$ cat src/rtl/sbc_pkg.sv
`timescale 1ns / 1ps
// sbc_pkg: item types, function, outcome, condition and register codes
// for the slab cell boundary crossing core. no dependencies.
package sbc_pkg;

  localparam int APB_AW = 4;

  localparam logic FUNC_LOAD  = 1'b0;
  localparam logic FUNC_CROSS = 1'b1;

  localparam logic [1:0] COND_ABSORB = 2'd0;
  localparam logic [1:0] COND_MIRROR = 2'd1;
  localparam logic [1:0] COND_WHITE  = 2'd2;

  localparam logic [1:0] REG_LEFT  = 2'd0;
  localparam logic [1:0] REG_RIGHT = 2'd1;
  localparam logic [1:0] REG_CELLS = 2'd2;

  localparam logic [2:0] OC_INNER     = 3'd0;
  localparam logic [2:0] OC_REFLECT   = 3'd1;
  localparam logic [2:0] OC_WHITE     = 3'd2;
  localparam logic [2:0] OC_ABSORB    = 3'd3;
  localparam logic [2:0] OC_ZERO_DIR  = 3'd4;
  localparam logic [2:0] OC_NOT_FOUND = 3'd5;

  localparam logic signed [15:0] ONE_Q14 = 16'sd16384;

  typedef struct packed {
    logic               func;
    logic [4:0]         edge_index;
    logic [31:0]        edge_value;
    logic [31:0]        position;
    logic signed [15:0] direction;
    logic [31:0]        path_length;
    logic [14:0]        random_cosine;
  } sbc_req_t;

  typedef struct packed {
    logic [31:0]        new_position;
    logic signed [15:0] new_direction;
    logic [3:0]         new_cell;
    logic [2:0]         outcome;
  } sbc_rsp_t;

endpackage

$ cat src/rtl/slab_cell_boundary_crossing_core.sv
`timescale 1ns / 1ps
// slab_cell_boundary_crossing_core: edge table, flight end point and cell
// lookup sequencer for a one-dimensional slab. depends on sbc_pkg.
//
// usage: req carries one item per accept (req_valid high, req_stall low).
// a load item (func 0) writes one cell edge and is taken only
// while the core is idle; it gives no result. a crossing item (func 1)
// gives exactly one rsp item. req_stall is high while a crossing item is
// in work. the apb port sets the face conditions and the cell count; the
// user is to write it only while the core is idle, as the core itself
// does not enforce this. pready is tied high. a zero direction item
// goes from accept straight to the done step. for other crossings the
// edge table's single read port sets the pace: each cell lookup walks
// the edges one per cycle through one shared compare unit, and a
// crossing needs up to two lookups. the multiply and the end point add
// are registered steps of their own; one nudge adder serves both nudges.
// the output register holds a finished item while rsp_stall is high; a new
// crossing item is accepted meanwhile and waits at its last step.
// reset: synchronous, clears control state and sets the conditions to
// absorb and the cell count to 16. the edge table is not cleared.
module slab_cell_boundary_crossing_core import sbc_pkg::*; #(
  parameter int MAX_CELLS = 16,
  parameter int NUDGE     = 1
) (
  input  logic              clk,
  input  logic              rst,
  input  logic              req_valid,
  output logic              req_stall,
  input  sbc_req_t          req,
  output logic              rsp_valid,
  input  logic              rsp_stall,
  output sbc_rsp_t          rsp,
  input  logic              psel,
  input  logic              penable,
  input  logic              pwrite,
  input  logic [APB_AW-1:0] paddr,
  input  logic [31:0]       pwdata,
  output logic [31:0]       prdata,
  output logic              pready
);

  localparam int AW   = $clog2(MAX_CELLS + 1);
  localparam int KW   = $clog2(MAX_CELLS + 2);
  localparam int CMPW = (AW > 5) ? AW : 5;
  localparam logic [33:0] NUDGE34 = 34'(NUDGE);

  typedef enum logic [7:0] {
    S_IDLE  = 8'b0000_0001,
    S_MUL   = 8'b0000_0010,
    S_END   = 8'b0000_0100,
    S_RIGHT = 8'b0000_1000,
    S_TEST  = 8'b0001_0000,
    S_SCAN  = 8'b0010_0000,
    S_NUDGE = 8'b0100_0000,
    S_DONE  = 8'b1000_0000
  } sbc_state_t;

  sbc_state_t state;

  logic [1:0] left_condition;
  logic [1:0] right_condition;
  logic [4:0] cells_in_use;

  logic [31:0] cell_edges [MAX_CELLS + 1];
  logic [31:0] rdata;
  logic [AW-1:0] rd_addr;

  logic [31:0]        pos_q;
  logic signed [15:0] dir_q;
  logic [31:0]        len_q;
  logic [14:0]        rnd_q;
  logic [47:0]        prod;
  logic signed [35:0] end_x;
  logic [31:0]        left_q;
  logic [31:0]        right_q;
  logic [31:0]        scan_x;
  logic [31:0]        prev;
  logic [31:0]        lo_q;
  logic [31:0]        hi_q;
  logic [KW-1:0]      scan_k;
  logic               scan_final;

  logic [31:0]        res_position;
  logic signed [15:0] res_direction;
  logic [3:0]         res_cell;
  logic [2:0]         res_outcome;

  // cell count clamped to 1..MAX_CELLS
  logic [CMPW-1:0] ciu_ext;
  logic [AW-1:0]   n_cells;
  always_comb begin
    ciu_ext = CMPW'(cells_in_use);
    if (ciu_ext == '0) begin
      n_cells = AW'(1);
    end else if (ciu_ext > CMPW'(MAX_CELLS)) begin
      n_cells = AW'(MAX_CELLS);
    end else begin
      n_cells = AW'(ciu_ext);
    end
  end

  logic rightward;
  assign rightward = !dir_q[15];

  logic [15:0] dir_mag;
  assign dir_mag = dir_q[15] ? 16'(-dir_q) : 16'(dir_q);

  // end point against the outer faces
  logic outside;
  logic [1:0] face_cond;
  assign outside = (end_x < $signed({4'b0, left_q})) || (end_x > $signed({4'b0, right_q}));
  assign face_cond = rightward ? right_condition : left_condition;

  // shared nudge adder: face nudge in S_TEST, edge nudge in S_NUDGE
  logic [31:0]        nudge_base;
  logic               nudge_sub;
  logic signed [33:0] nudge_sum;
  logic [31:0]        nudge_pos;
  always_comb begin
    if (state == S_TEST) begin
      nudge_base = rightward ? right_q : left_q;
      nudge_sub  = rightward;
    end else begin
      nudge_base = rightward ? hi_q : lo_q;
      nudge_sub  = !rightward;
    end
    nudge_sum = nudge_sub ? $signed({2'b0, nudge_base} - NUDGE34)
                          : $signed({2'b0, nudge_base} + NUDGE34);
    if (nudge_sum[33]) begin
      nudge_pos = '0;
    end else if (nudge_sum[32]) begin
      nudge_pos = '1;
    end else begin
      nudge_pos = nudge_sum[31:0];
    end
  end

  // reflected and re-emitted cosines
  logic signed [16:0] neg_dir;
  logic signed [15:0] mirror_dir;
  logic signed [15:0] white_dir;
  always_comb begin
    neg_dir = -{dir_q[15], dir_q};
    if (neg_dir > 17'(ONE_Q14)) begin
      mirror_dir = ONE_Q14;
    end else if (neg_dir < -17'(ONE_Q14)) begin
      mirror_dir = -ONE_Q14;
    end else begin
      mirror_dir = 16'(neg_dir);
    end
    white_dir = rightward ? -$signed({1'b0, rnd_q}) : $signed({1'b0, rnd_q});
  end

  // shared scan compare: edge k-2 in prev, edge k-1 in rdata
  logic          scan_hit;
  logic          scan_last;
  logic          scan_done;
  logic          scan_found;
  logic [AW-1:0] scan_c;
  logic          no_neighbor;
  always_comb begin
    scan_hit   = (scan_k >= KW'(2)) && (scan_x >= prev) && (scan_x < rdata);
    scan_last  = scan_k == (KW'(n_cells) + KW'(1));
    scan_done  = scan_hit || scan_last;
    scan_found = scan_hit || (scan_last && (scan_x == rdata));
    scan_c     = AW'(scan_k - KW'(2));
    no_neighbor = rightward ? (KW'(scan_k - KW'(1)) >= KW'(n_cells)) : (scan_k == KW'(2));
  end

  always_comb begin
    unique case (state)
      S_MUL:   rd_addr = '0;
      S_END:   rd_addr = n_cells;
      S_SCAN:  rd_addr = (scan_k <= KW'(n_cells)) ? AW'(scan_k) : n_cells;
      default: rd_addr = '0;
    endcase
  end

  logic req_accept;
  assign req_stall  = state != S_IDLE;
  assign req_accept = req_valid && !req_stall;

  // edge table: one write port, one registered read port
  always_ff @(posedge clk) begin
    if (req_accept && req.func == FUNC_LOAD && 32'(req.edge_index) <= MAX_CELLS) begin
      cell_edges[AW'(req.edge_index)] <= req.edge_value;
    end
    rdata <= cell_edges[rd_addr];
  end

  // configuration port
  logic cfg_write;
  assign pready    = 1'b1;
  assign cfg_write = psel && penable && pwrite && pready;

  always_ff @(posedge clk) begin
    if (rst) begin
      left_condition  <= COND_ABSORB;
      right_condition <= COND_ABSORB;
      cells_in_use    <= 5'd16;
    end else if (cfg_write) begin
      unique case (paddr[3:2])
        REG_LEFT:  left_condition  <= pwdata[1:0];
        REG_RIGHT: right_condition <= pwdata[1:0];
        REG_CELLS: cells_in_use    <= pwdata[4:0];
        default: ;
      endcase
    end
  end

  always_comb begin
    unique case (paddr[3:2])
      REG_LEFT:  prdata = 32'(left_condition);
      REG_RIGHT: prdata = 32'(right_condition);
      REG_CELLS: prdata = 32'(cells_in_use);
      default:   prdata = '0;
    endcase
  end

  // output register: loaded from a finished item, cleared once taken
  logic rsp_load;
  assign rsp_load = (state == S_DONE) && (!rsp_valid || !rsp_stall);

  always_ff @(posedge clk) begin
    if (rst) begin
      rsp_valid <= 1'b0;
    end else if (rsp_load) begin
      rsp_valid <= 1'b1;
    end else if (!rsp_stall) begin
      rsp_valid <= 1'b0;
    end
  end

  // sequencer
  always_ff @(posedge clk) begin
    if (rst) begin
      state <= S_IDLE;
    end else begin
      unique case (state)
        S_IDLE: begin
          if (req_accept && req.func == FUNC_CROSS) begin
            pos_q <= req.position;
            dir_q <= req.direction;
            len_q <= req.path_length;
            rnd_q <= (req.random_cosine > 15'(ONE_Q14)) ? 15'(ONE_Q14) : req.random_cosine;
            if (req.direction == '0) begin
              res_position  <= req.position;
              res_direction <= '0;
              res_cell      <= '0;
              res_outcome   <= OC_ZERO_DIR;
              state         <= S_DONE;
            end else begin
              state <= S_MUL;
            end
          end
        end
        S_MUL: begin
          prod  <= 48'(dir_mag) * 48'(len_q);
          state <= S_END;
        end
        S_END: begin
          left_q <= rdata;
          end_x  <= rightward ? $signed({4'b0, pos_q} + {2'b0, prod[47:14]})
                              : $signed({4'b0, pos_q} - {2'b0, prod[47:14]});
          state  <= S_RIGHT;
        end
        S_RIGHT: begin
          right_q <= rdata;
          state   <= S_TEST;
        end
        S_TEST: begin
          scan_k <= '0;
          if (outside) begin
            if (face_cond == COND_MIRROR || face_cond == COND_WHITE) begin
              scan_x        <= nudge_pos;
              res_position  <= nudge_pos;
              res_direction <= (face_cond == COND_MIRROR) ? mirror_dir : white_dir;
              res_outcome   <= (face_cond == COND_MIRROR) ? OC_REFLECT : OC_WHITE;
              scan_final    <= 1'b1;
              state         <= S_SCAN;
            end else begin
              res_position  <= pos_q;
              res_direction <= dir_q;
              res_cell      <= '0;
              res_outcome   <= OC_ABSORB;
              state         <= S_DONE;
            end
          end else begin
            scan_x     <= pos_q;
            scan_final <= 1'b0;
            state      <= S_SCAN;
          end
        end
        S_SCAN: begin
          prev   <= rdata;
          scan_k <= scan_k + KW'(1);
          if (scan_done) begin
            if (scan_final) begin
              res_cell <= scan_found ? 4'(scan_c) : '0;
              state    <= S_DONE;
            end else if (!scan_found || no_neighbor) begin
              res_position  <= pos_q;
              res_direction <= dir_q;
              res_cell      <= '0;
              res_outcome   <= OC_NOT_FOUND;
              state         <= S_DONE;
            end else begin
              lo_q  <= prev;
              hi_q  <= rdata;
              state <= S_NUDGE;
            end
          end
        end
        S_NUDGE: begin
          scan_x        <= nudge_pos;
          res_position  <= nudge_pos;
          res_direction <= dir_q;
          res_outcome   <= OC_INNER;
          scan_final    <= 1'b1;
          scan_k        <= '0;
          state         <= S_SCAN;
        end
        S_DONE: begin
          if (rsp_load) begin
            rsp.new_position  <= res_position;
            rsp.new_direction <= res_direction;
            rsp.new_cell      <= res_cell;
            rsp.outcome       <= res_outcome;
            state             <= S_IDLE;
          end
        end
        default: state <= S_IDLE;
      endcase
    end
  end

`ifndef SYNTHESIS
  // scan never walks past the face edge
  assert property (@(posedge clk) disable iff (rst)
    state == S_SCAN |-> scan_k <= (KW'(n_cells) + KW'(1)))
    else $error("cell scan ran past the last edge");

  // a nonzero crossing item starts at the multiply step
  assert property (@(posedge clk) disable iff (rst)
    req_accept && req.func == FUNC_CROSS && req.direction != '0 |=> state == S_MUL)
    else $error("crossing item did not start the multiply");

  // finished item reaches the output register once the slot is free
  assert property (@(posedge clk) disable iff (rst)
    state == S_DONE && !(rsp_valid && rsp_stall) |=> rsp_valid && state == S_IDLE)
    else $error("finished item not moved to the output");

  // pass-through outcomes carry cell zero
  assert property (@(posedge clk) disable iff (rst)
    rsp_valid && (rsp.outcome == OC_ABSORB || rsp.outcome == OC_NOT_FOUND ||
                  rsp.outcome == OC_ZERO_DIR) |-> rsp.new_cell == '0)
    else $error("pass-through item with nonzero cell");
`endif

endmodule
$ cat config.mk
export PLATFORM = sky130hd
export DESIGN_NAME = slab_cell_boundary_crossing_core
export DESIGN_NICKNAME = d
export VERILOG_FILES = /design/src/rtl/sbc_pkg.sv /design/src/rtl/slab_cell_boundary_crossing_core.sv
export SDC_FILE = /design/constraint.sdc
export NUM_CORES = 2
export LEC_CHECK = 0
export BUFFER_PORTS_ARGS = -buffer_cell sky130_fd_sc_hd__buf_2
export CAP_MARGIN = 10
export CORE_ASPECT_RATIO = 1.2
export CORE_MARGIN = 4
export CORE_UTILIZATION = 31
export CTS_CLUSTER_DIAMETER = 40
export CTS_CLUSTER_SIZE = 14
export DETAILED_ROUTE_END_ITERATION = 8
export HOLD_SLACK_MARGIN = 0.1
export PLACE_DENSITY = 0.51
export SLEW_MARGIN = 20
export SYNTH_ARGS = -nofsm -noshare
export SYNTH_HDL_FRONTEND = slang
export SYNTH_SLANG_ARGS = --single-unit
$ cat constraint.sdc
create_clock -name clk -period 8.9 [get_ports clk]
set_input_delay 0.445 -clock clk [delete_from_list [all_inputs] [get_ports clk]]
set_output_delay 0.445 -clock clk [all_outputs]
set_load 0.02 [all_outputs]
==> impl_metrics.py <==
metrics = {
    "outcome": {
        "outcome": "finished, final reports clean",
    },
    "worst_setup_path": {
        "r2r_slack_ps": 410,
        "path_delay_family": "adder cells",
        "critPathMostFrequentCell": "fa_1",
        "start_kind": "flop",
        "worst_ep_required_time_ps": 9410,
        "slowest_delay_ps": 570,
        "cp.buffers_inverters": 4,
        "crit_type": "flop to flop",
        "end_kind": "flop",
        "critPathArrivalTime_ps": 9000,
        "cp_slowest_cell": "fa_1",
        "crit_fanout": 11,
    },
    "global_routing": {
        "antenna_found_initial": 23,
        "grt_max_degree": 101,
        "grt_overflow": 0,
        "grt_pass1_wl_mm": 297,
        "grt_pass1_vias": 45100,
        "gr-usage-all-layers_pct": 18.4,
    },
    "floorplanning": {
        "die_width_um": 426,
        "core_area_um2": 209000,
        "io_pins": 266,
        "initial_core_util_pct": 31.1,
        "num_rows": 184,
        "die_y_um": 510,
        "die_area_um2": 217000,
    },
    "finish": {
        "regArea_um2": 31500,
        "fin_area_um2": 77000,
        "fin_util_pct": 36.8,
        "multi_input_area_um2": 30300,
        "layout-area-overhead-vs-synth_pct": 18.3,
        "nNetsFinal": 6660,
        "fill_cells": 20300,
        "drive_gt1_share_pct": 14.4,
    },
    "timing": {
        "setup_ws_ps": 410,
        "maxSlewHeadroom_pct": 23.9,
        "period_needed_ps": 8490,
        "hold_slack_ps": 195,
        "fin_crit_sh_pct": 95.4,
        "finalHoldViolations": 0,
        "slew_viol_final": 0,
        "skew_ps": 58.0,
        "rsz0062_at_grt": "yes",
        "tightest_slew_ps": 1130,
        "setup_viol": 0,
        "fmax_mhz": 118,
    },
    "pwr": {
        "p_leak_uw": 0.0305,
        "peakVddDrop_uv": 856,
        "total_power_uw": 30100,
        "power_density_nw_per_um2": 391,
    },
    "synth": {
        "avgSynthCellArea_um2": 12.2,
        "ys_ff_latch": 1067,
        "ys_warn_count": 0,
        "ys_top_cells_by_count": "edfxtp_1 (1017), inv_1 (697), nand2_1 (537)",
        "syn_inst": 5337,
        "synthArstFlopShare_pct": 0,
        "yosysMostFrequentCell": "edfxtp_1",
        "synthDistinctLibCells": 93,
        "synth_top_area_cell": "edfxtp_1",
        "yosysTopAreaCellShare_pct": 46.9,
        "synth_edf_count": 1017,
        "syn_area_um2": 65100,
        "synth.area.top_cells": "edfxtp_1 (47%), fa_1 (13%), ha_1 (6.4%)",
        "ys_seq_area_share_pct": 48.4,
        "synth-main-ff-cell": "edfxtp_1",
    },
    "routing": {
        "avgRoutedWirePerCell_um": 23.2,
        "viasPerCell": 5.02,
        "ant_nets": 0,
        "drt_first_iter_violations": 3254,
        "route.detailed.drc": 0,
        "drt_wl_total_mm": 201,
        "drt_first_pass_iters": 7,
        "vias": 43500,
    },
    "run": {
        "max_cap_viol_count": 0,
    },
    "hold_path": {
        "hp-class": "input pin to flop",
    },
    "placed_design": {
        "gp_congestion": 0.905,
        "dp_slack_ps": 160,
        "dpl.hpwl_mm": 143,
        "placed_cell_area_um2": 69800,
        "port_buffers": 208,
    },
    "clock_tree": {
        "clock_latency_ps": 820,
        "post_cts_buffers": 0,
        "cts_tree": "yes",
        "cts_buffers": 159,
        "path_clk_slew_ps": 50,
        "cts_sinks": 1067,
        "clockBufferDepth": 3,
        "htreeDepth": 4,
        "cts-root-buf": "clkbuf_16",
    },
}
## worst register-to-register path: stages (launching register included)
cell and delay (ps):
edfxtp_1 540, or3_1 480, or4_1 510, nor3_1 230, nand2b_1 240, xnor2_4 280
buf_6 280, nand2_1 100, fa_1 570, inv_1 50, fa_1 500, inv_1 50
fa_1 500, inv_1 70, fa_1 500, fa_1 510, fa_1 490, ha_1 350
a21oi_1 250, nand2b_1 140, o21ai_0 130, o2111a_1 330, o2111ai_1 350, a211oi_2 160
o31a_1 290, nor4_1 240, a311oi_1 80
## registers in the layout, indices dropped and copies added, names as in the netlist, 34 cells and up
signal,cells
cell_edges,544
prod,34
end_x,36
rsp,55
## layer usage
metal	vias up	wire, um	GRT usage, %
met5	-	71	0
met4	10	7200	6.46
met3	337	10400	2.71
met2	1303	99500	31.7
met1	22300	84200	23.6
li1	19600	-	-
## stage by stage
| step | TNS, ps | cells |
|---|---|---|
| 3_3_place_gp | 0 | 8212 |
| 3_5_place_dp | 0 | 8212 |
| 4_1_cts | 0 | 8656 |
| 6_report | 0 | 8663 |
| 2_1_floorplan | 0 | 5363 |
| 5_1_grt | -9.41 | 8658 |
## where the power goes
| group | switching [uW] | internal (uW) | leakage (uW) |
|---|---|---|---|
| registers | 255 | 6520 | 0.00958 |
| clock network | 2680 | 3830 | 0.00271 |
| logic | 10000 | 6760 | 0.0182 |
| total | 13000 | 17100 | 0.0305 |
## cell families (layout without fill, tap and decap cells)
family	count (synthesis)	after routing	synth area share (%)
compound gates	774	774	8.09
flops	1067	1067	48.4
simple gates	1365	1365	10.4
buf+inv	958	1461	5.87
xor+xnor	131	131	1.78
mux	287	287	6.14
fa+ha+maj	753	753	19.3
other cells	2	35	0.0115
## final cells by class
type / count / share of cell area [%]
Sequential cell: 1067 / 41.0
Multi-Input combinational cell: 3338 / 39.3
Clock buffer: 170 / 5.26
Tap cell: 2790 / 4.53
Timing Repair Buffer: 466 / 4.41
Inverter: 699 / 3.41
Clock inverter: 126 / 2.09
Antenna cell: 7 / 0.0228
## cell usage in the layout (no fill, tap or decap), types with 64 or more instances in the layout
cell and instances:
mux2i_1 155, buf_2 208, nand3_1 81, nor3_1 64
dlygate4sd3_1 148, nor2_1 184, nand2_1 536, mux4_2 85
fa_1 419, and2_1 178, clkbuf_16 159, inv_1 697
edfxtp_1 1017, a21o_1 79, ha_1 334, o21ai_0 179
xnor2_1 74, buf_4 104, a21oi_1 136
## final timing paths
kind,cells past startpoint,startpoint,end
min,5,penable,left_condition[1]$_SDFFE_PP0P_
min reg2reg,0,res_position[16]$_DFFE_PP_,rsp[39]$_DFFE_PP_
max reg2reg,26,dir_q[2]$_DFFE_PP_,prod[47]$_DFFE_PP_
max,26,dir_q[2]$_DFFE_PP_,prod[47]$_DFFE_PP_
## timing repair
item	CTS	global route
hold buffers	148	0
hold endpoints to repair	677	0
setup endpoints to repair	0	10
gates resized for setup	0	9
Note: power is estimated with default switching activity, not from simulation.
